<file path="src/hdl/uat_pkg.sv">
// shared constants, codes and types of the uid allow table
`default_nettype none
package uat_pkg;

	localparam int ENTRIES = 256;

	localparam int UID_W = 64;

	// operation codes
	localparam logic [1:0] FUNC_LOOKUP = 2'd0;
	localparam logic [1:0] FUNC_ADD    = 2'd1;
	localparam logic [1:0] FUNC_REMOVE = 2'd2;
	localparam logic [1:0] FUNC_RSVD   = 2'd3;

	// tag function and version codes
	localparam logic [5:0] TAGFN_MASTER = 6'd6;
	localparam logic [5:0] TAGFN_BACKUP = 6'd10;
	localparam logic [7:0] VERSION_ONE  = 8'd1;
	localparam logic [7:0] BACKUP_TRUSTED = 8'd1;

	// status codes
	localparam logic [2:0] ST_DONE      = 3'd0;
	localparam logic [2:0] ST_PRESENT   = 3'd1;
	localparam logic [2:0] ST_NOT_FOUND = 3'd2;
	localparam logic [2:0] ST_FULL      = 3'd3;
	localparam logic [2:0] ST_ZERO_ID   = 3'd4;

	// command broadcast from the controller to every cell
	typedef struct packed {
		logic [UID_W-1:0] key;
		logic             is_remove;
		logic             trusted;
		logic             master;
		logic             commit;
	} cmd_t;

	// token handed from cell to cell
	typedef struct packed {
		logic valid;
		logic found;
		logic empty_seen;
	} tok_t;

	typedef enum logic [1:0] {
		S_IDLE,
		S_SCAN,
		S_DONE
	} state_t;

endpackage
`default_nettype wire

</file>
<file path="src/hdl/uat_ctrl.sv">
// command sequencer: accepts transactions, launches the token, forms the result
`default_nettype none
module uat_ctrl (
	input  wire logic                 clk,
	input  wire logic                 arst_n,
	input  wire logic                 start,
	output logic                      busy,
	input  wire logic [1:0]           func,
	input  wire logic [63:0]          tag_uid,
	input  wire logic                 trusted_in,
	input  wire logic [5:0]           tag_function,
	input  wire logic [7:0]           tag_version,
	input  wire logic [7:0]           backup_trust_byte,
	output logic                      done,
	output logic                      ok,
	output logic [2:0]                status,
	output uat_pkg::cmd_t             cmd,
	output uat_pkg::tok_t             tok_first,
	input  wire uat_pkg::tok_t        tok_last
);
	import uat_pkg::*;

	state_t           state_q;
	state_t           next_state;
	logic [UID_W-1:0] key_q;
	logic [1:0]       op_q;
	logic             trusted_q;
	logic             master_q;
	logic             inject_q;
	logic             found_q;
	logic             empty_q;
	logic             done_q;
	logic             ok_q;
	logic [2:0]       status_q;
	logic             accept;
	logic             quick;
	logic             trust_new;

	assign accept = start & (state_q == S_IDLE);
	assign quick  = (tag_uid == '0) | (func == FUNC_RSVD);
	assign trust_new = trusted_in | ((tag_function == TAGFN_BACKUP) &&
		(tag_version > VERSION_ONE) && (backup_trust_byte == BACKUP_TRUSTED));

	always_comb begin
		next_state = state_q;
		case (state_q)
			S_IDLE: begin
				if (accept && !quick) next_state = S_SCAN;
			end
			S_SCAN: begin
				if (tok_last.valid) next_state = S_DONE;
			end
			S_DONE: begin
				next_state = S_IDLE;
			end
			default: begin
				next_state = S_IDLE;
			end
		endcase
	end

	always_comb begin
		busy           = (state_q != S_IDLE);
		cmd.key        = key_q;
		cmd.is_remove  = (op_q == FUNC_REMOVE);
		cmd.trusted    = trusted_q;
		cmd.master     = master_q;
		cmd.commit     = (state_q == S_DONE) && (op_q == FUNC_ADD) && !found_q && empty_q;
		tok_first.valid      = inject_q;
		tok_first.found      = 1'b0;
		tok_first.empty_seen = 1'b0;
	end

	always_ff @(posedge clk or negedge arst_n) begin
		if (!arst_n) begin
			state_q  <= S_IDLE;
			inject_q <= 1'b0;
			done_q   <= 1'b0;
		end else begin
			state_q  <= next_state;
			inject_q <= accept & ~quick;
			done_q   <= (accept & quick) | (state_q == S_DONE);
		end
	end

	always_ff @(posedge clk) begin
		if (accept) begin
			key_q     <= tag_uid;
			op_q      <= func;
			trusted_q <= trust_new;
			master_q  <= (tag_function == TAGFN_MASTER);
		end
		if (tok_last.valid) begin
			found_q <= tok_last.found;
			empty_q <= tok_last.empty_seen;
		end
		if (accept && quick) begin
			ok_q     <= 1'b0;
			status_q <= (tag_uid == '0) ? ST_ZERO_ID : ST_NOT_FOUND;
		end else if (state_q == S_DONE) begin
			case (op_q)
				FUNC_LOOKUP: begin
					ok_q     <= found_q;
					status_q <= found_q ? ST_DONE : ST_NOT_FOUND;
				end
				FUNC_ADD: begin
					if (found_q) begin
						ok_q     <= 1'b1;
						status_q <= ST_PRESENT;
					end else begin
						ok_q     <= empty_q;
						status_q <= empty_q ? ST_DONE : ST_FULL;
					end
				end
				FUNC_REMOVE: begin
					ok_q     <= 1'b1;
					status_q <= ST_DONE;
				end
				default: begin
					ok_q     <= 1'b0;
					status_q <= ST_NOT_FOUND;
				end
			endcase
		end
	end

	assign done   = done_q;
	assign ok     = ok_q;
	assign status = status_q;

endmodule
`default_nettype wire

</file>
<file path="config.mk">
export PLATFORM = sky130hd
export DESIGN_NAME = uat_ctrl
export DESIGN_NICKNAME = d
export VERILOG_FILES = /design/src/hdl/uat_pkg.sv /design/src/hdl/uat_ctrl.sv
export SDC_FILE = /design/constraint.sdc
export NUM_CORES = 1
export LEC_CHECK = 0
export BUFFER_PORTS_ARGS = -buffer_cell sky130_fd_sc_hd__clkbuf_2
export CORE_ASPECT_RATIO = 0.6
export CORE_MARGIN = 10
export CORE_UTILIZATION = 35
export DETAILED_ROUTE_END_ITERATION = 10
export PLACE_DENSITY = 0.77
export SLEW_MARGIN = 40
export SYNTH_ARGS = -nofsm -noshare
export SYNTH_HDL_FRONTEND = slang
export SYNTH_SLANG_ARGS = --single-unit
</file>
<file path="constraint.sdc">
create_clock -name clk -period 4.35 [get_ports clk]
set_input_delay 0.435 -clock clk [delete_from_list [all_inputs] [get_ports clk]]
set_output_delay 0.435 -clock clk [all_outputs]
set_load 0.02 [all_outputs]
</file>
; Yosys cells after proc, flatten, opt, wreduce, memory -nomap -nowiden
; Cells that the tools add are included.
[word_totals]
register_bits = 78
inputBits = 95
output_inout_bits = 77
elab_cells = 56
[classes]
n_lt_le_gt_ge = 1
n_eq_ne = 10
muxes = 12
bitwise_logic = 7
n_reduce_logical = 15
[ops]
columns = op, count
row1 = $logic_not A64 Y1, 1
row2 = $mux W2, 5
row3 = $mux W3, 3
row4 = $eq A8 B1 Y1 const B, 1
row5 = $gt A8 B1 Y1 const B, 1
row6 = $logic_and A1 B1 Y1, 7
row7 = $eq A2 B2 Y1 const B, 3
row8 = $eq A6 B3 Y1 const B, 1
row9 = $eq A6 B4 Y1 const B, 1
row10 = $pmux W2 S3, 1
row11 = $eq A2 B1 Y1 const B, 2
row12 = $logic_not A2 Y1, 2
row13 = $pmux W2 S2, 1
row14 = $reduce_bool A2 Y1, 2
row15 = $and A1 B1 Y1, 3
row16 = $or A1 B1 Y1, 3
row17 = $pmux W1 S3, 1
row18 = $logic_not A1 Y1, 2
row19 = $ne A2 B1 Y1 const B, 1
row20 = $ne A2 B2 Y1 const B, 1
row21 = $reduce_and A2 Y1, 1
row22 = $mux W1, 1
row23 = $not A1 Y1, 1

; Logic depth before layout (Yosys ltp)
[logic_depth]
word_depth = 6
ltp_mapped = 4
depth_no_buf = 4

; Least setup slack after synthesis
; OpenSTA, ideal clock, no wires.
[synth_timing]
kind = register to register
from = register state_q[1]
to = register ok_q (netlist: ok)
setup_ps = 275
arrival_time_ps = 3780
t_required_ps = 4075
slack_ps = 295
path_stages_with_launch = 5
n_path_buf = 0
period_less_slack_ps = 4055
cell_sequence = dfrtp_1 > nor3b_2 > and3_1 > a211o_1 > a21oi_1
[synth_via]
elab_chain_len = 3
word_cells_on_any_way = 4
cone_classes = eq/ne: 1 / bitwise: 1 / reduce/logical: 2
[synth_rtl]
columns = element, line
row1 = start: declaration, uat_ctrl.sv:23  ; state_t state_q;
row2 = start signal: assignment, uat_ctrl.sv:80  ; state_q <= next_state;
row3 = $logic_not A2 Y1, uat_ctrl.sv:39  ; assign accept = start & (state_q == S_IDLE);
row4 = $and A1 B1 Y1, uat_ctrl.sv:39
row5 = via accept, uat_ctrl.sv:35  ; logic accept;
row6 = $logic_and A1 B1 Y1, uat_ctrl.sv:97  ; if (accept && quick) begin
row7 = end signal: assignment, uat_ctrl.sv:103  ; ok_q <= found_q;
row8 = end signal: assignment, uat_ctrl.sv:111  ; ok_q <= empty_q;
row9 = end: declaration, uat_ctrl.sv:33  ; logic ok_q;
; The timed path passes the listed nets, and every way through them passes these cells.
; A chain may end at the register's enable or synchronous reset.

==> run metrics <==
Max Freq around 470 MHz; RR Endpoint status[1]; post-detailed-routing wire length about 7.9 mm; WHS 290 ps; wire per inst 18.3 um; worst skew pair latency 320 ps; Vias 1995; multi-input logic area between 400 and 500 um^2; DIE AREA between 0.01 and 0.015 mm^2; # IOs ~170; Diodes inserted 0; Hold Path Stages 1; Die W approximately 130 um; Avg Vias per Cell approximately 4.6; global routing usage on met3 0.0865; Die H ~89 um; Total Neg Setup Slack 0 ps; Lkg Pwr 1.76 nW; Final Cycle Share 0.491; H-tree levels 3; clock-pin slew on the worst setup and hold paths 50 ps; post-route ant nets 0; grt met2 use 0.202; fin crit period roughly 2100 ps; Hold Startpoint tok_last[0]; vias in the first global route around 2100; Reg power frac 0.456; storage element area ~0.0023 mm^2; Crit. End Element output pin; gpl congestion 0.824; initial antenna violation count 0; Slew Limit Fails 0; internal power roughly 1.6 mW; CP startpoint kind flop; Hold Path Class primary input to flop; R2R Path Start state_q[1]; worst-case vdd ir drop 0.000344 V; Worst Clk Skew roughly 2.3 ps; prevailing post-synth register cell edfxtp_1; Hold Fails Final Rpt 0; IO buf count about 170; critical path class flop to output pin; synthesized cell area ~0.0028 mm^2; status complete, no violations; FF+latch count, synth slightly below 80; Synth area leaders edfxtp_1, dfrtp_1, nor4_1; Most Crowded Layer GR met2; first drt pass iteration count 4; nets@finish roughly 420; Starting DRT DRC Count between 60 and 70; Clock Tree Root clkbuf_16; Slew headroom 0.578; CP required slightly below 4000 ps; overall power after layout ~2.1 mW; share of layout cells above drive strength 1 0.573; CTS tree built; # setup viols final 0; post-route insts no fill ~430; first-pass GRT wire length ~12 mm; Post-synth EDFFs 73; CP Data Arrival Time 1700 ps; crit-path max FO 6; Synth async-reset ratio 0.0513; Worst Hold End empty_q; CTS Buf Count 9; Clk pwr share 0.394; Finished Core Util 0.544; Combinational Power Share 0.150; clk buf depth 2; RSZ-0062 raised after global routing false; Worst-Margin Slew about 630 ps; synth cell count leaders edfxtp_1, nor4_1, nor2_1; Post-DP HPWL between 6 and 7 mm; Syn. warnings 0; Initial Utilization 0.369; Filler Cell Count around 630; register area share after synthesis 0.840; DRC violations left 0; Cell variety after synth 30; GRT overflow 0; Syn Inst Count between 100 and 150; switching part of the total 0.242; most common cell in the synthesized netlist edfxtp_1; core area ~0.0074 mm^2; clock tree sinks 78; Power Density around 520 mW/mm^2; R2R cell count 5; global-route met1 utilization 0.139; pin count of the biggest net entering global routing 75; max-cap viol count 0; cell total after placement 415; GRT Total Usage 0.130; # rows 24; Yosys top cell by area edfxtp_1; Reg2Reg Setup Slack around 2600 ps; NetSw between 0.5 and 0.6 mW; area delta synth->final 47.1%; Avg Synthesized Cell Area ~19 um^2; area fraction of the dominant cell type after synthesis 0.797
[cells by family (layout without fill, tap and decap cells)]
| logic type | after synthesis | count (layout) | synth area share |
|---|---|---|---|
| DFF | 78 | 78 | 0.840 |
| and+or+nand+nor | 50 | 50 | 0.117 |
| AOI/OAI and AO/OA | 10 | 10 | 0.0246 |
| buffers and inverters | 7 | 188 | 0.0164 |
| other | 1 | 2 | 0.00136 |
[metal layers]
layer | up-vias | wire, um
li1 | 942 | -
met4 | 0 | 121
met2 | 120 | 3590
met1 | 919 | 3110
met3 | 14 | 1090
met5 | - | 0
[power by group through the flow]
| stage | clock network (mW) | logic [mW] | registers (mW) |
|---|---|---|---|
| finish | 0.828 | 0.315 | 0.958 |
| global route | 0.877 | 0.342 | 0.967 |
| CTS | 0.850 | 0.322 | 0.960 |
| detailed placement | 0 | 0.320 | 0.975 |
| global placement | 0 | 0.317 | 0.970 |
| floorplan | 0 | 0.0818 | 1.07 |
[how the worst max path moves through the flow]
| stage | depth (start not counted) | from | slack (ps) | end |
|---|---|---|---|---|
| floorplan | 4 | state_q[1] | 290 | ok |
| global route | 3 | state_q[1] | 2140 | cmd[0] |
| CTS | 3 | state_q[1] | 2240 | cmd[0] |
| finish | 3 | state_q[1] | 2210 | cmd[0] |
| global placement | 5 | tag_uid[31] | 2090 | status[1] |
| detailed placement | 5 | tag_uid[31] | 2080 | status[1] |
[critical path, stage by stage (launching register included)]
cell	delay, ps
dfrtp_1	450
nor2b_1	240
nor4bb_1	440
clkbuf_2	250
[repair_timing]
| item | 4_1_cts | 5_1_grt |
|---|---|---|
| hold buffers | 1 | 0 |
| hold endpoints to repair | 4 | 0 |
| buffers inserted | 0 | 0 |
| resized for setup | 0 | 0 |
[state kept, by name (all words and copies together), names as in the netlist]
name,flops
status,3
ok,1
trusted_q,1
master_q,1
done,1
empty_q,1
op_q,2
state_q,2
found_q,1
inject_q,1
key_q,64
[cell usage in the layout (no fill, tap or decap), types with 2 or more instances in the layout]
master     instances
inv_1              2
nand2_1            4
conb_1             2
a21oi_1            4
nor2_1             8
nand2b_1           4
nor4bb_1           2
bufinv_16          3
nor4_1            16
edfxtp_1          73
clkbuf_16          9
clkbuf_1           3
clkbuf_2         168
dfrtp_1            4
nor2b_1            2
nand4_1            4
[metrics by stage]
| step | cell area [um^2] | setup slack (ps) |
|---|---|---|
| after floorplan | 2760 | 295 |
| after global placement | 3700 | 2090 |
| after detailed placement | 3700 | 2080 |
| after CTS | 4040 | 2240 |
| after global routing | 4050 | 2140 |
| final | 4050 | 2210 |
[cell type report]
class / instances / area share
clock inverters: 4 / 0.0235
well taps: 104 / 0.0321
clock buffers: 12 / 0.0584
repair buffers: 170 / 0.213
flip-flops and latches: 78 / 0.571
multi-input cells: 62 / 0.0998
inverters: 2 / 0.00185
Note: power is estimated with default switching activity, not from simulation.
