==> src/hdl/uat_pkg.sv <==
// shared constants, codes and types of the uid allow table
`default_nettype none
package uat_pkg;

	localparam int ENTRIES = 256;

	localparam int UID_W = 64;

	// operation codes
	localparam logic [1:0] FUNC_LOOKUP = 2'd0;
	localparam logic [1:0] FUNC_ADD    = 2'd1;
	localparam logic [1:0] FUNC_REMOVE = 2'd2;
	localparam logic [1:0] FUNC_RSVD   = 2'd3;

	// tag function and version codes
	localparam logic [5:0] TAGFN_MASTER = 6'd6;
	localparam logic [5:0] TAGFN_BACKUP = 6'd10;
	localparam logic [7:0] VERSION_ONE  = 8'd1;
	localparam logic [7:0] BACKUP_TRUSTED = 8'd1;

	// status codes
	localparam logic [2:0] ST_DONE      = 3'd0;
	localparam logic [2:0] ST_PRESENT   = 3'd1;
	localparam logic [2:0] ST_NOT_FOUND = 3'd2;
	localparam logic [2:0] ST_FULL      = 3'd3;
	localparam logic [2:0] ST_ZERO_ID   = 3'd4;

	// command broadcast from the controller to every cell
	typedef struct packed {
		logic [UID_W-1:0] key;
		logic             is_remove;
		logic             trusted;
		logic             master;
		logic             commit;
	} cmd_t;

	// token handed from cell to cell
	typedef struct packed {
		logic valid;
		logic found;
		logic empty_seen;
	} tok_t;

	typedef enum logic [1:0] {
		S_IDLE,
		S_SCAN,
		S_DONE
	} state_t;

endpackage
`default_nettype wire

==> src/hdl/uat_cell.sv <==
// one table slot: identifier, trusted and master bits, and the token stage
`default_nettype none
module uat_cell (
	input  wire logic          clk,
	input  wire logic          arst_n,
	input  wire uat_pkg::cmd_t cmd,
	input  wire uat_pkg::tok_t tok_in,
	output uat_pkg::tok_t      tok_out
);
	import uat_pkg::*;

	logic [UID_W-1:0] entry_q;
	logic             trusted_q;
	logic             master_q;
	logic             claim_q;
	tok_t             tok_q;
	logic             match;
	logic             empty;

	assign match = (entry_q == cmd.key);
	assign empty = (entry_q == '0);

	always_ff @(posedge clk or negedge arst_n) begin
		if (!arst_n) begin
			entry_q   <= '0;
			trusted_q <= 1'b0;
			master_q  <= 1'b0;
			claim_q   <= 1'b0;
			tok_q     <= '0;
		end else begin
			tok_q.valid      <= tok_in.valid;
			tok_q.found      <= tok_in.found | (tok_in.valid & match);
			tok_q.empty_seen <= tok_in.empty_seen | (tok_in.valid & empty);
			if (tok_in.valid) begin
				// lowest empty slot of this pass claims the pending add
				claim_q <= empty & ~tok_in.empty_seen;
				if (cmd.is_remove && match) begin
					entry_q   <= '0;
					trusted_q <= 1'b0;
					master_q  <= 1'b0;
				end
			end else if (cmd.commit && claim_q) begin
				entry_q   <= cmd.key;
				trusted_q <= cmd.trusted;
				master_q  <= cmd.master;
				claim_q   <= 1'b0;
			end
		end
	end

	assign tok_out = tok_q;

endmodule
`default_nettype wire

==> config.mk <==
export PLATFORM = sky130hd
export DESIGN_NAME = uat_cell
export DESIGN_NICKNAME = d
export VERILOG_FILES = /design/src/hdl/uat_pkg.sv /design/src/hdl/uat_cell.sv
export SDC_FILE = /design/constraint.sdc
export NUM_CORES = 1
export LEC_CHECK = 0
export ABC_AREA = 1
export BUFFER_PORTS_ARGS = -buffer_cell sky130_fd_sc_hd__clkbuf_2
export CAP_MARGIN = 20
export CORE_ASPECT_RATIO = 0.6
export CORE_MARGIN = 3
export CORE_UTILIZATION = 57
export DETAILED_ROUTE_END_ITERATION = 10
export PLACE_DENSITY_LB_ADDON = 0.1
export SLEW_MARGIN = 20
export SYNTH_ARGS = -nofsm -noshare
export SYNTH_HDL_FRONTEND = slang
export SYNTH_SLANG_ARGS = --single-unit
==> constraint.sdc <==
create_clock -name clk -period 2.19 [get_ports clk]
set_input_delay 0.1095 -clock clk [delete_from_list [all_inputs] [get_ports clk]]
set_output_delay 0.1095 -clock clk [all_outputs]
set_load 0.01 [all_outputs]
* After elaboration in Yosys (flattened, before gate mapping)
Cells that the tools add are included.
** Storage, ports and cells
- Register bits after elaboration :: 68
- Bits of input ports :: 73
- Output and inout port bits :: 3
- Word-level logic and storage cells :: 23
** Operators by class
- Equal/unequal tests :: 2
- Muxes and demuxes :: 5
- Bitwise operators :: 6
- Reduce and logical (&&, ||, !) cells :: 5
** Operators by type and width (number)
- two-way mux 64 bit :: 3
- equality test 64 bit :: 1
- zero test 64 bit :: 1
- bitwise AND 1 bit :: 3
- logical AND 1 bit :: 2
- two-way mux 1 bit :: 2
- inequality test 2 x 1 -> 1 bit, second input constant :: 1
- OR 1 bit :: 2
- AND reduction 2 bit :: 1
- nonzero test 2 bit :: 1
- inverter 1 bit :: 1

* Longest topological paths before layout
Gate-level depths: netlist of run 1.
- Depth in word-level cells :: 4
- Gate-level depth with buffers :: 12
- Depth with buffers taken out :: 11

* Worst setup path after synthesis of run 1
Ideal clock, no wire load.
- Kind :: register -> register
- From :: reg entry_q[60]
- To :: reg entry_q[1]
- Library setup time :: 0.117 ns
- Arrival :: 1.446 ns
- Data required time :: 2.073 ns
- Path slack :: 0.626 ns
- Cell stages (with the launch flop) :: 12
- Path buffers :: 1
- Period minus slack after synthesis :: 1.564 ns
- Cell sequence :: dfrtp_1 > nor2_1 > nor2_1 > nor2_2 > nand2_1 > nor2_1 > nand2_1 > nor2_2 > nand4_4 > buf_6 > nand3_1 > nand2_1
** Between the ends
- Word-level cells in the longest chain between the ends :: 4
** Ends and longest elaborated chain
- start, declared :: line uat_cell.sv:12 : logic [UID_W-1:0] entry_q;
- start signal, assigned :: line uat_cell.sv:43 : entry_q <= cmd.key;
- equality test 64 bit :: line uat_cell.sv:20 : assign match = (entry_q == cmd.key);
- logical AND 1 bit :: line uat_cell.sv:37 : if (cmd.is_remove && match) begin
- inequality test 2 x 1 -> 1 bit (no line)
- AND reduction 2 bit (no line)
Every way passes these cells.
A chain may end at the register's enable or synchronous reset.

* Worst setup path in the final report of run 1
- From :: reg entry_q[27]
- To :: reg entry_q[15]
Same word-level chain as after synthesis.

==> results.py, run 1 <==
metrics = {
    "outcome": {
        "outcome": "finished, final reports clean",
    },
    "global_route": {
        "use_met2": 0.399,
        "grt_usage": 0.264,
        "maximum_number_of_pins_on_one_net_before_global_route_repair": 69,
        "grtUsageMet1": 0.381,
        "global_route.usage.met3": 0.0646,
        "grt_pass1_vias": 3774,
        "first_pass_grt_wire_length_um": 18500,
        "global_route_congestion_overflow_total": 0,
        "grt_antenna_before_repair": 0,
        "gr-max-usage-layer": "met2",
    },
    "critical_path": {
        "cp-startpoint": "entry_q[27]",
        "worst_r2r_startpoint": "entry_q[27]",
        "worstRegToRegCells": 12,
        "crit_end": "entry_q[15]",
        "critical_path.startpoint_type": "flop",
        "worst-endpoint-required_ps": 2410,
        "worstSetupEndpointType": "flop",
        "worst_r2r_endpoint": "entry_q[15]",
        "criticalPathCategory": "reg -> reg",
        "cp_data_arrival_time_ps": 2120,
        "cp_max_fo": 34,
        "rrSetupSlack_ps": 300,
    },
    "worst_hold_path": {
        "hold_path_class": "in -> reg",
    },
    "synth": {
        "netlist_area_mm2": 0.00440,
        "yosysUniqueCellTypes": 22,
        "post_synth_fa_ha_maj_area_fraction": 0,
        "syn-mean-instance-area_um2": 7.28,
        "synth_seq_cells": 68,
        "synth-warning-count": 0,
        "compound_gate_portion_of_the_synthesized_area": 0.00540,
        "synth_cells": 605,
        "synth_xor_area_frac": 0.0418,
        "async_reset_ff_frac": 1.00,
        "yosys.area.top_type_share": 0.387,
        "yosysSeqAreaShare": 0.387,
        "cell_types_occupying_the_most_area_after_synthesis": "dfrtp_1 39%, nand2_1 16%, nand4_1 11%",
        "synth_common_cells": "190 x nand2_1, 79 x inv_1, 74 x nand4_1",
        "synthFlopType": "dfrtp_1",
        "synth.mux.area_fraction": 0,
        "synth_edf_count": 0,
        "synth_top_family_by_area": "simple AND/OR/NAND/NOR gates",
        "syn_nets": 678,
        "synth_most_common_cell": "nand2_1",
        "synth_largest_area_cell": "dfrtp_1",
        "post_synthesis_simple_gate_area_fraction": 0.456,
    },
    "floorplan": {
        "row_count": 24,
        "die_h_um": 74.1,
        "chipWidth_um": 119,
        "top_level_ports": 76,
        "area_of_the_placeable_core_mm2": 0.00739,
        "floorplan.die_area_mm2": 0.00885,
        "start_util": 0.596,
    },
    "placed_design": {
        "pre_cts_ws_ps": 296,
        "globalplace.congestion": 0.832,
        "dpl-instance-area_mm2": 0.00481,
        "hpwl_um": 7340,
        "numPortBuffers": 73,
    },
    "timing": {
        "final-max-slew-violation-count": 0,
        "finalCritPeriodShare": 0.864,
        "setup_tns_ps": 0,
        "clock-skew-final_ps": 8.99,
        "slew_of_the_pin_with_the_lowest_slew_margin_ps": 740,
        "slew_hr": 0.506,
        "setup_ws_ps": 297,
        "rsz_0062_raised_after_global_routing": "no",
        "layout_min_cycle_time_ps": 1890,
        "fin_worst_hold_slack_ps": 32.8,
        "timing_limited_maximum_frequency_mhz": 528,
        "finalSetupViolCount": 0,
        "report.final.hold_viol_count": 0,
    },
    "cts": {
        "holdBufCountCts": 4,
        "ctsResizeCount": 0,
        "tritoncts_num_sinks": 68,
        "tritoncts": "yes",
        "clock_tree.htree_level_count": 3,
        "clockBufferDepth": 2,
        "cts_inserted_buffers": 9,
        "clkLatencyLatePin_ps": 330,
        "postCtsSetupRepairBufs": 0,
        "cts-root-buf": "clkbuf_16",
        "clk_pin_slew_worst_paths_ps": 60,
    },
    "power_and_ir_drop": {
        "ir_drop_mv": 0.522,
        "pwr_density_cell_mw_per_mm2": 698,
        "total_leakage_power_nw": 2.76,
    },
    "routing": {
        "route.final.wire_length_um": 11400,
        "antenna_left": 0,
        "post_drt_wl_per_cell_um": 14.7,
        "post_drt_via_cell_ratio": 5.44,
        "routed-via-count": 4224,
        "firstDrtPassIters": 4,
        "detail_route.drc_violations": 0,
        "first_iter_violations": 324,
    },
    "layout": {
        "fin_nets": 742,
        "postLayoutCellArea_mm2": 0.00515,
        "post_route_cells_drive_above_1_share": 0.211,
        "antenna_diodes": 0,
        "areaGrowthSynthToFinish_pct": 17.1,
    },
    "job": {
        "drv.max_cap_violation_count": 0,
    },
}
==> layout make-up <==
class | instances | area, µm²
Sequential cell | 68 | 1700
Clock buffer | 14 | 274
Multi-Input combinational cell | 423 | 2230
Clock inverter | 1 | 30.0
Tap cell | 104 | 130
Inverter | 81 | 304
Fill cell | 649 | 2230
Timing Repair Buffer | 86 | 485
==> registers in the layout (all words and copies together), names as in the netlist <==
signal,flops
tok_out,3
claim_q,1
entry_q,64
==> critical path, stage by stage, from the launching register on <==
cell and delay (ps):
dfrtp_1 410, inv_1 60, nand2_1 60, nand2_1 50, nor2_1 100, nand2_1 80
nor2_1 170, nand2_1 90, nor2_2 160, nand4_4 100, buf_4 300, nand3_1 130
nand2_1 60
==> logic make-up after synthesis <==
logic type	after synthesis
xor+xnor	21
buf+inv	114
flops	68
simple gates	398
compound gates	4
==> metal layers <==
metal,up-vias,routed length [µm],share of wire
met5,-,0,0
met4,0,130,0.011
met3,14,779,0.068
met2,137,5140,0.45
met1,1975,5370,0.47
li1,2098,-,-
==> metrics by stage <==
stage / std cells / utilization / power, mW
global placement: 758 / 0.651 / 2.10
detailed placement: 758 / 0.651 / 2.12
finish: 777 / 0.697 / 3.60
global route: 777 / 0.697 / 3.78
CTS: 777 / 0.697 / 3.61
floorplan: 605 / - / 1.88
==> power breakdown <==
group          switching (mW)  internal, mW
Sequential              0.126          1.37
Combinational           0.346         0.266
Clock                   0.516         0.969
Total                   0.989          2.61
==> worst min path at each step <==
stage / startpoint / cells past startpoint / end / slack (ps)
2_1_floorplan: arst_n / 0 / claim_q / -190
3_3_place_gp: arst_n / 2 / entry_q[22] / 170
3_5_place_dp: arst_n / 2 / entry_q[22] / 160
4_1_cts: cmd[61] / 3 / entry_q[57] / 30
5_1_grt: cmd[43] / 3 / entry_q[39] / 40
6_report: cmd[61] / 3 / entry_q[57] / 30
==> placed cells by master (no fill, tap or decap) <==
| cell type | instances |
|---|---|
| buf_4 | 8 |
| nand4_1 | 74 |
| clkbuf_8 | 3 |
| dfrtp_2 | 1 |
| dfrtp_1 | 67 |
| a31o_2 | 1 |
| nand3b_1 | 1 |
| dlygate4sd3_1 | 4 |
| nor4_1 | 12 |
| buf_12 | 1 |
| nand4_4 | 1 |
| nor2_2 | 3 |
| a21oi_1 | 1 |
| nor2_1 | 45 |
| nor3_1 | 2 |
| inv_2 | 3 |
| buf_2 | 1 |
| nand3_2 | 35 |
| clkbuf_2 | 72 |
| nand3_4 | 1 |
| or2_2 | 2 |
| nand2_1 | 190 |
| xnor2_1 | 17 |
| inv_1 | 78 |
| clkbuf_1 | 2 |
| nand3_1 | 32 |
| bufinv_16 | 1 |
| xor2_1 | 4 |
| o21ai_0 | 2 |
| clkbuf_16 | 9 |
Power figures use the tool's default switching activity.
==> inputs of run 2 (changes only) <==
Settings changed: CORE_UTILIZATION 57 to 50.
==> run 2 against run 1 <==
Net effect: sequential share of layout area down 0.24 points; critical path depth is 3 lower; largest cell class unchanged; maximum frequency about the same; wire length increased by 5.4%; sequential power barely moved.
==> results.py, run 2 (synthesis results as in run 1) <==
metrics = {
    "outcome": {
        "outcome": "finished, final reports clean",
    },
    "layout": {
        "post_route_cells_drive_above_1_share": 0.215,
        "fin_nets": 743,
        "layout_common_cells": "190 x nand2_1, 78 x inv_1, 74 x nand4_1",
        "postLayoutCellArea_mm2": 0.00519,
        "flip_flop_count_of_the_largest_register_all_copies_and_words_added": 64,
        "antenna_diodes": 0,
        "largest_register": "entry_q",
        "final_common_cell": "nand2_1",
        "areaGrowthSynthToFinish_pct": 17.9,
    },
    "worst_hold_path": {
        "worstHoldPathCells": 3,
        "hold_path_class": "in -> reg",
        "min_from": "cmd[33]",
        "min_to": "entry_q[29]",
    },
    "global_route": {
        "grt_pass1_vias": 4001,
        "first_pass_grt_wire_length_um": 20100,
        "global_route_congestion_overflow_total": 0,
        "grt_antenna_before_repair": 0,
        "maximum_number_of_pins_on_one_net_before_global_route_repair": 66,
        "grt_usage": 0.253,
    },
    "power_and_ir_drop": {
        "pwr_density_cell_mw_per_mm2": 695,
        "total_leakage_power_nw": 2.78,
        "ir_drop_mv": 0.461,
    },
    "timing": {
        "rsz_0062_raised_after_global_routing": "no",
        "slew_hr": 0.504,
        "clock-skew-final_ps": 6.54,
        "final-max-slew-violation-count": 0,
        "finalSetupViolCount": 0,
        "finalCritPeriodShare": 0.865,
        "report.final.hold_viol_count": 0,
        "layout_min_cycle_time_ps": 1890,
        "timing_limited_maximum_frequency_mhz": 528,
        "slew_of_the_pin_with_the_lowest_slew_margin_ps": 745,
        "setup_tns_ps": 0,
    },
    "job": {
        "drv.max_cap_violation_count": 0,
    },
    "routing": {
        "post_drt_via_cell_ratio": 5.40,
        "detail_route.drc_violations": 0,
        "firstDrtPassIters": 4,
        "antenna_left": 0,
        "post_drt_wl_per_cell_um": 15.4,
        "routed-via-count": 4227,
        "first_iter_violations": 390,
        "route.final.wire_length_um": 12000,
    },
    "cts": {
        "cts_inserted_buffers": 9,
        "clock_tree.htree_level_count": 3,
        "clk_pin_slew_worst_paths_ps": 60,
        "tritoncts_num_sinks": 68,
        "clockBufferDepth": 2,
        "cts-root-buf": "clkbuf_16",
        "tritoncts": "yes",
        "postCtsSetupRepairBufs": 0,
        "clkLatencyLatePin_ps": 340,
    },
    "critical_path": {
        "criticalPathCategory": "reg -> reg",
        "path_delay_family": "simple AND/OR/NAND/NOR gates",
        "rrSetupSlack_ps": 300,
        "worst-endpoint-required_ps": 2410,
        "cp_data_arrival_time_ps": 2120,
        "worstPathBufferInverterCount": 1,
        "worstSetupEndpointType": "flop",
        "timing.critical_path.slowest_stage_cell": "dfrtp_1",
        "worstRegToRegCells": 9,
        "worst_r2r_startpoint": "entry_q[52]",
        "critPathMaxStageDelay_ps": 420,
        "cp_max_fo": 33,
        "critical_path.startpoint_type": "flop",
        "worst_r2r_endpoint": "entry_q[14]",
        "timing.critical_path.mode_cell": "nand2_1",
        "worstPathCellList": "xnor2_1, nand2_1, nor2_1, nand2_1, nor2_1, nand4_4, buf_4, nand3_1, nand2_1",
    },
    "placed_design": {
        "numPortBuffers": 73,
        "dpl-instance-area_mm2": 0.00485,
        "globalplace.congestion": 0.835,
        "hpwl_um": 7980,
    },
    "floorplan": {
        "top_level_ports": 76,
        "floorplan.die_area_mm2": 0.0100,
        "start_util": 0.537,
        "chipWidth_um": 127,
        "area_of_the_placeable_core_mm2": 0.00820,
        "row_count": 25,
        "die_h_um": 78.7,
    },
}
==> run 2: tightest hold or removal path, cell delays in order <==
cell and delay [ps]:
clkbuf_2 100, nand4_1 80, nand2_1 50
==> run 2: repair_timing <==
action	in CTS	in global routing
hold buffers	4	0
endpoints found under the hold margin	24	0
resized for setup	0	0
==> run 2: how the worst max path moves through the flow <==
stage	slack (ps)	cells past startpoint	start	end
after global routing	120	12	entry_q[20]	entry_q[1]
after global placement	350	12	entry_q[22]	entry_q[49]
after detailed placement	310	9	entry_q[52]	entry_q[14]
after floorplan	630	11	entry_q[60]	entry_q[1]
final	300	9	entry_q[52]	entry_q[14]
after CTS	300	9	entry_q[52]	entry_q[14]
==> run 2: area by class of cell <==
type / instances / area [µm²]
Timing Repair Buffer: 87 / 518
Inverter: 81 / 304
Sequential cell: 68 / 1700
Multi-Input combinational cell: 423 / 2230
Clock buffer: 12 / 256
Tap cell: 108 / 135
Clock inverter: 4 / 47.5
Fill cell: 744 / 3010
==> run 2: metal layers <==
metal	wire length [µm]	part of all wire	track usage	vias to the layer above
li1	-	-	-	2096
met1	5780	0.48	0.370	1997
met2	5300	0.44	0.369	125
met3	853	0.071	0.0693	9
met4	109	0.0091	0.0642	0
met5	0	0	0	-
==> run 2: per-stage QoR <==
step           power (mW)  hold slack, ps   util  setup WS (ps)  instances
3_5_place_dp         2.13             146  0.591            306        763
3_3_place_gp         2.10             144  0.591            353        763
4_1_cts              3.64            22.7  0.633            297        783
2_1_floorplan        1.88            -186      -            626        605
6_report             3.61            30.4  0.633            296        783
5_1_grt              3.82            23.7  0.633            115        783
==> run 2: power by group <==
part	leakage [nW]	switching [mW]	internal [mW]
Sequential	0.919	0.128	1.37
Combinational	1.71	0.352	0.267
Clock	0.149	0.550	0.940
Total	2.78	1.03	2.58
==> inputs of run 3 (changes only) <==
Settings changed: GPL_TIMING_DRIVEN set to 0, TNS_END_PERCENT set to 20.
==> run 3 against run 2 <==
Net effect: wire length decreased by 3.2%; clock skew decreased by 3.2 ps; highest routed layer unchanged; worst setup slack improved by 16 ps; global-route usage decreased by 0.75 points; critical path depth increased by 3; sequential share of layout area decreased by 0.47 points; clock-buffer cell count increased by 2; via count increased by 1.3%.
==> results.py, run 3 (synthesis results as in run 1) <==
metrics = {
    "outcome": {
        "outcome": "finished, final reports clean",
    },
    "floorplan": {
        "floorplan.die_area_mm2": 0.0100,
        "chipWidth_um": 127,
        "start_util": 0.537,
        "row_count": 25,
        "die_h_um": 78.7,
        "area_of_the_placeable_core_mm2": 0.00820,
        "top_level_ports": 76,
    },
    "cts": {
        "tritoncts": "yes",
        "clk_pin_slew_worst_paths_ps": 50,
        "cts-root-buf": "clkbuf_16",
        "clockBufferDepth": 2,
        "tritoncts_num_sinks": 68,
        "cts_inserted_buffers": 9,
        "clkLatencyLatePin_ps": 330,
        "clock_tree.htree_level_count": 3,
    },
    "routing": {
        "route.final.wire_length_um": 11700,
        "post_drt_wl_per_cell_um": 14.5,
        "routed-via-count": 4282,
        "post_drt_via_cell_ratio": 5.31,
        "antenna_left": 0,
        "first_iter_violations": 259,
        "firstDrtPassIters": 5,
        "detail_route.drc_violations": 0,
    },
    "power_and_ir_drop": {
        "power_report.internal_total_mw": 2.52,
        "sequentialPowerShare": 0.426,
        "clock_power_share": 0.398,
        "pwr_density_cell_mw_per_mm2": 670,
        "p_comb_frac": 0.176,
        "p_switching_mw": 1.00,
        "switching_share": 0.284,
        "total_leakage_power_nw": 2.81,
        "ir_drop_mv": 0.399,
    },
    "layout": {
        "layout_common_cells": "190 x nand2_1, 79 x inv_1, 74 x nand4_1",
        "fin_nets": 767,
        "antenna_diodes": 0,
        "num-fill-cells": 732,
        "largest_register": "entry_q",
        "post_layout_nonfiller_instances": 806,
        "flip_flop_count_of_the_largest_register_all_copies_and_words_added": 64,
        "final_common_cell": "nand2_1",
        "areaGrowthSynthToFinish_pct": 19.5,
        "post_route_cells_drive_above_1_share": 0.206,
    },
    "timing": {
        "timing_limited_maximum_frequency_mhz": 533,
        "finalCritPeriodShare": 0.857,
        "final-max-slew-violation-count": 0,
        "report.final.hold_viol_count": 0,
        "rsz_0062_raised_after_global_routing": "no",
        "slew_of_the_pin_with_the_lowest_slew_margin_ps": 498,
        "clock-skew-final_ps": 3.36,
        "finalSetupViolCount": 0,
        "setup_tns_ps": 0,
        "slew_hr": 0.668,
        "fin_worst_hold_slack_ps": 36.0,
        "layout_min_cycle_time_ps": 1880,
    },
    "critical_path": {
        "rrSetupSlack_ps": 310,
        "critical_path.startpoint_type": "flop",
        "criticalPathCategory": "reg -> reg",
        "worst-endpoint-required_ps": 2420,
        "worstSetupEndpointType": "flop",
        "cp_data_arrival_time_ps": 2100,
        "cp_max_fo": 10,
    },
    "placed_design": {
        "globalplace.congestion": 0.821,
        "hpwl_um": 8640,
        "dp_cell_count": 787,
        "numPortBuffers": 73,
    },
    "global_route": {
        "global_route_congestion_overflow_total": 0,
        "grt_antenna_before_repair": 0,
        "grt_usage": 0.246,
        "first_pass_grt_wire_length_um": 19600,
        "grt_pass1_vias": 4057,
        "maximum_number_of_pins_on_one_net_before_global_route_repair": 50,
    },
    "worst_hold_path": {
        "hold_path_class": "in -> reg",
    },
    "job": {
        "drv.max_cap_violation_count": 0,
    },
}
-- run 3: cell count changes in the layout (fill, tap and decap cells not counted), sizes merged --
cell      delta
clkinvlp     -1
clkbuf      +24
clkinv       -1
bufinv       -1
buf          +2
-- run 3: layer usage --
metal / vias up / wire [µm] / GRT usage
met2: 138 / 5150 / 0.378
li1: 2149 / - / -
met5: - / 0 / 0
met1: 1980 / 5530 / 0.355
met4: 0 / 131 / 0.0482
met3: 15 / 839 / 0.0598
-- run 3: worst max-delay path, cell delays in order, from the launching register on --
cell and delay, ps:
dfrtp_1 420, nand2_1 70, inv_1 60, nor2_1 40, nor2_1 130, nand2_1 80
nor2_1 110, nand2_1 90, nor2_2 170, nand4_4 230, buf_6 230, nand3_1 90
nand2_1 50
-- run 3: power by group through the flow --
| stage | clock, mW | combinational (mW) | sequential (mW) |
|---|---|---|---|
| 2_1_floorplan | 0 | 0.386 | 1.49 |
| 3_3_place_gp | 0 | 0.587 | 1.51 |
| 3_5_place_dp | 0 | 0.612 | 1.52 |
| 4_1_cts | 1.43 | 0.620 | 1.50 |
| 5_1_grt | 1.49 | 0.704 | 1.52 |
| 6_report | 1.40 | 0.620 | 1.50 |
-- run 3: area by class of cell --
class / count / area, µm² / area share
multi-input combinational: 423 / 2210 / 0.421
sequential: 68 / 1700 / 0.323
inverter: 81 / 304 / 0.0578
timing repair buffer: 78 / 435 / 0.0828
clock inverter: 1 / 5.00 / 0.000951
buffer: 33 / 183 / 0.0347
clock buffer: 14 / 284 / 0.0540
tap: 108 / 135 / 0.0257
-- run 3: per-stage QoR --
| step | total power [mW] | util | worst slack [ps] | area, µm² |
|---|---|---|---|---|
| floorplan | 1.88 | - | 626 | 4400 |
| global placement | 2.10 | 0.598 | 323 | 4900 |
| detailed placement | 2.13 | 0.602 | 308 | 4930 |
| CTS | 3.55 | 0.642 | 304 | 5260 |
| global route | 3.72 | 0.642 | 140 | 5260 |
| finish | 3.53 | 0.642 | 312 | 5260 |
-- run 3: worst paths after layout --
| kind | endpoint | from | depth (start not counted) |
|---|---|---|---|
| min in group asynchronous | entry_q[39] | arst_n | 2 |
| max in group asynchronous | entry_q[7] | arst_n | 3 |
| worst min-delay path | entry_q[44] | cmd[48] | 3 |
| worst max register to register | entry_q[45] | entry_q[38] | 12 |
| worst max-delay path | entry_q[45] | entry_q[38] | 12 |
| worst min register to register | entry_q[0] | entry_q[0] | 2 |
-- run 3: what timing repair did --
action	CTS	global route
buffers inserted	0	0
hold buffers	4	0
resized for setup	0	0
endpoints found under the hold margin	23	0
